[config.mk]
export PLATFORM = sky130hd
export DESIGN_NAME = pab_mix
export DESIGN_NICKNAME = d
export VERILOG_FILES = /design/src/sv/pab_pkg.sv /design/src/sv/pab_mix.sv
export SDC_FILE = /design/constraint.sdc
export NUM_CORES = 1
export LEC_CHECK = 0
export ABC_AREA = 1
export BUFFER_PORTS_ARGS = -buffer_cell sky130_fd_sc_hd__buf_2
export CAP_MARGIN = 20
export CORE_ASPECT_RATIO = 1.75
export CORE_MARGIN = 3
export CORE_UTILIZATION = 59
export DETAILED_ROUTE_END_ITERATION = 6
export PLACE_DENSITY = 0.77
export RECOVER_POWER = 25
export SYNTH_ARGS = -nofsm -noshare
export SYNTH_HDL_FRONTEND = slang
export SYNTH_SLANG_ARGS = --single-unit
[constraint.sdc]
create_clock -name vclk -period 9.7
set_input_delay 0.97 -clock vclk [all_inputs]
set_output_delay 0.97 -clock vclk [all_outputs]
set_load 0.01 [all_outputs]
[src/sv/pab_pkg.sv]
`timescale 1ns / 1ps
// ----------------------------------------------------------------------------
// pab_pkg
// shared types and constants of the palette alpha blend pixel unit
// ----------------------------------------------------------------------------
package pab_pkg;

    localparam int OPCODE_W  = 2;
    localparam int PIXEL_W   = 8;
    localparam int COUNT_W   = 3;
    localparam int ALPHA_W   = 8;
    localparam int ADDR_W    = 15;
    localparam int DATA_W    = 24;
    localparam int PATH_W    = 2;
    localparam int CHAN_W    = 8;
    localparam int NUM_MASKS = 4;

    // blend weight of the first pixel at full coverage
    localparam logic [ALPHA_W-1:0] FULL_ALPHA = 8'h80;

    // weighted channel sums stay below 2^15
    localparam int SUM_W   = 16;
    localparam int SUM_MSB = 14;

    typedef enum logic [OPCODE_W-1:0] {
        OP_BLEND   = 2'd0,
        OP_PALETTE = 2'd1,
        OP_MAP     = 2'd2,
        OP_NONE    = 2'd3
    } opcode_t;

    typedef enum logic [PATH_W-1:0] {
        PATH_FIRST  = 2'd0,
        PATH_SECOND = 2'd1,
        PATH_MIXED  = 2'd2
    } path_t;

endpackage

[src/sv/pab_mix.sv]
`timescale 1ns / 1ps
// ----------------------------------------------------------------------------
// pab_mix
// weights two palette colors per channel and packs the color map address
// ----------------------------------------------------------------------------
module pab_mix #(
    parameter int MAP_CHANNEL_BITS = 5
) (
    input  logic [pab_pkg::DATA_W-1:0]      color_1,
    input  logic [pab_pkg::DATA_W-1:0]      color_2,
    input  logic                            color_1_ok,
    input  logic                            color_2_ok,
    input  logic [pab_pkg::ALPHA_W-1:0]     alpha,
    output logic [3*MAP_CHANNEL_BITS-1:0]   map_addr
);

    logic [pab_pkg::ALPHA_W-1:0] weight_2;

    assign weight_2 = pab_pkg::FULL_ALPHA - alpha;

    // blue in the low field, red in the high field, same as the color word
    for (genvar c = 0; c < 3; c++) begin : g_chan
        logic [pab_pkg::CHAN_W-1:0] chan_1;
        logic [pab_pkg::CHAN_W-1:0] chan_2;
        logic [pab_pkg::SUM_W-1:0]  prod_1;
        logic [pab_pkg::SUM_W-1:0]  prod_2;
        logic [pab_pkg::SUM_W-1:0]  sum;

        // pixel beyond the palette reads as black
        assign chan_1 = color_1_ok ? color_1[c*pab_pkg::CHAN_W +: pab_pkg::CHAN_W] : '0;
        assign chan_2 = color_2_ok ? color_2[c*pab_pkg::CHAN_W +: pab_pkg::CHAN_W] : '0;
        assign prod_1 = pab_pkg::SUM_W'(chan_1) * pab_pkg::SUM_W'(alpha);
        assign prod_2 = pab_pkg::SUM_W'(chan_2) * pab_pkg::SUM_W'(weight_2);
        assign sum    = prod_1 + prod_2;
        assign map_addr[c*MAP_CHANNEL_BITS +: MAP_CHANNEL_BITS] =
            sum[pab_pkg::SUM_MSB -: MAP_CHANNEL_BITS];
    end

endmodule

==> results_dict.tcl <==
set metrics [dict create \
    status "finished clean" \
    core_area_um2 21200 \
    crit_family "adder cells" \
    nFlopsAndLatches 0 \
    instances_no_fill 2027 \
    rows 70 \
    die-width_um 118 \
    synth.net_count 2203 \
    ant_nets 0 \
    ys_types 41 \
    hp-class "input port to output port" \
    p_seq_frac 0 \
    drc 0 \
    path_max_fanout 18 \
    yosysSeqAreaShare 0 \
    tightest_slew_ps 941 \
    cts_resized 0 \
    first_pass_iters 6 \
    grt_max_degree 28 \
    p_leak_uw 0.00793 \
    grt_pass1_vias 11887 \
    die-area_um2 23700 \
    synth_cells 1697 \
    finalSetupTns_ps 0 \
    cp-start-kind "input port" \
    grt_setup_unrepaired "no" \
    grt_pass1_wl_um 56000 \
    period_needed_ps 8850 \
    slew_viol_final 0 \
    vias 10917 \
    grt_usage 0.296 \
    ir_worst_vdd_uv 319 \
    cp-startpoint "alpha[2]" \
    path_common_cell "fa_1" \
    cts_setup_buffers 0 \
    via_per_inst 5.39 \
    die_y_um 201 \
    initial_utilization 0.607 \
    critPathRequiredTime_ps 8730 \
    critical_path_class "input port to output port" \
    drive_gt1_frac 0.0667 \
    final-seq-area_um2 0 \
    p_int_uw 877 \
    slowest_delay_ps 710 \
    diodes 0 \
    sw_frac_of_total 0.612 \
    cp-end-kind "output port" \
    max_cap_viol_count 0 \
    clkPwrFrac 0 \
    synth_top_area_share 0.430 \
    stdcell_area_um2 13400 \
    worstPathArrival_ps 7880 \
    portBuffers 73 \
    syn2layout_area_growth_pct 4.45 \
    hold_viol 0 \
    hp-start "color_2[23]" \
    wl_per_cell_um 16.8 \
    antenna_found_initial 0 \
    fmax_mhz 113 \
    gp_congestion 0.969 \
    critPathSlowestCell "inv_1" \
    ios 73 \
    cts_hold_buffers 0 \
    first_iter_violations 702 \
    nets 2247 \
    relSlewSlack 0.372 \
    period_share 0.913 \
    n_clock_buffer 0 \
    cp_num_buf_inv 7 \
    critical_path.cell_chain "buf_2 -> inv_1 -> nand3_4 -> nand2_1 -> nand2_1 -> inv_1 -> nand2_1 -> fa_1 -> inv_1 -> fa_1 -> fa_1 -> fa_1 -> fa_1 -> inv_1 -> fa_1 -> inv_1 -> ha_1 -> a21oi_1 -> a21boi_0 -> o21ai_0 -> a21oi_1 -> nand3_1 -> nand2_1 -> buf_2" \
    setup_viol 0 \
    synth_area_leaders "fa_1 43%, ha_1 17%, inv_1 14%" \
    synth.cell_area_um2 12900 \
    power-per-cell-area_nw_per_um2 168 \
    p_total_uw 2260 \
    p_sw_uw 1390 \
    placed_cells_incl_taps 2027 \
    synth_warnings 0 \
    syn_area_per_cell_um2 7.58 \
    grt_overflow 0 \
    placed_cell_area_um2 13400 \
    p_comb_frac 1.000 \
    wl_um 34000 \
    dp_hpwl_um 29000 \
    synth_top_area_cell "fa_1" \
]
power by group through the flow:
stage / registers, uW / logic (uW) / clock network, uW
2_1_floorplan: 0 / 1650 / 0
3_3_place_gp: 0 / 2190 / 0
3_5_place_dp: 0 / 2260 / 0
4_1_cts: 0 / 2280 / 0
5_1_grt: 0 / 2590 / 0
6_report: 0 / 2260 / 0
tightest hold or removal path, delay by kind of cell:
kind	cells	cell delay, ps
buffers and inverters	2	230
and+or+nand+nor	5	510
area by class of cell:
type / instances / area (um2)
Tap cell: 288 / 360
Multi-Input combinational cell: 1166 / 10800
Timing Repair Buffer: 79 / 410
Fill cell: 1989 / 7760
Inverter: 494 / 1870
worst paths after layout:
kind	cells past startpoint	end	slack (ps)
worst max-delay path	24	map_addr[4]	850
worst min-delay path	7	map_addr[14]	2690
placed cells by master, fill, tap and decap left out, types with 8 or more instances in the layout:
cell,n
o21ai_0,16
xor2_1,12
a21oi_1,33
fa_1,276
buf_2,73
nand2_1,320
nand2_2,10
inv_1,482
xnor2_1,8
ha_1,172
inv_2,8
nor2_1,241
nand3_1,35
logic make-up (layout without fill, tap and decap cells):
logic type | count (synthesis) | after routing | share of synthesized area
and+or+nand+nor | 632 | 632 | 0.199
buffers and inverters | 531 | 573 | 0.161
adders and majority gates | 448 | 448 | 0.597
AOI/OAI and AO/OA | 66 | 66 | 0.0298
xor gates and xnor gates | 20 | 20 | 0.0136
per-layer routing:
layer	global-route usage	wire, um
met1	0.308	10800
met2	0.550	17900
met3	0.0385	2430
met4	0.196	2880
met5	0	0
through the flow:
| step | hold WS [ps] | utilization | setup slack, ps |
|---|---|---|---|
| 4_1_cts | 2680 | 0.634 | 1220 |
| 3_5_place_dp | 2680 | 0.634 | 1260 |
| 3_3_place_gp | 2670 | 0.634 | 1350 |
| 2_1_floorplan | 2360 | - | 2190 |
| 6_report | 2690 | 0.634 | 846 |
| 5_1_grt | 2750 | 0.634 | 605 |
synthesized netlist by cell type (all sizes together):
| master | number |
|---|---|
| a21boi | 1 |
| a21o | 3 |
| a21oi | 33 |
| a31oi | 3 |
| and2 | 1 |
| buf | 22 |
| clkbuf | 15 |
| clkinv | 3 |
| fa | 276 |
| ha | 172 |
| inv | 491 |
| nand2 | 331 |
| nand2b | 1 |
| nand3 | 39 |
| nand3b | 2 |
| nand4 | 5 |
| nor2 | 247 |
| nor3 | 1 |
| nor4 | 5 |
| o21a | 1 |
| o21ai | 21 |
| o21bai | 4 |
| xnor2 | 8 |
| xor2 | 12 |
Note: power is estimated with default switching activity, not from simulation.
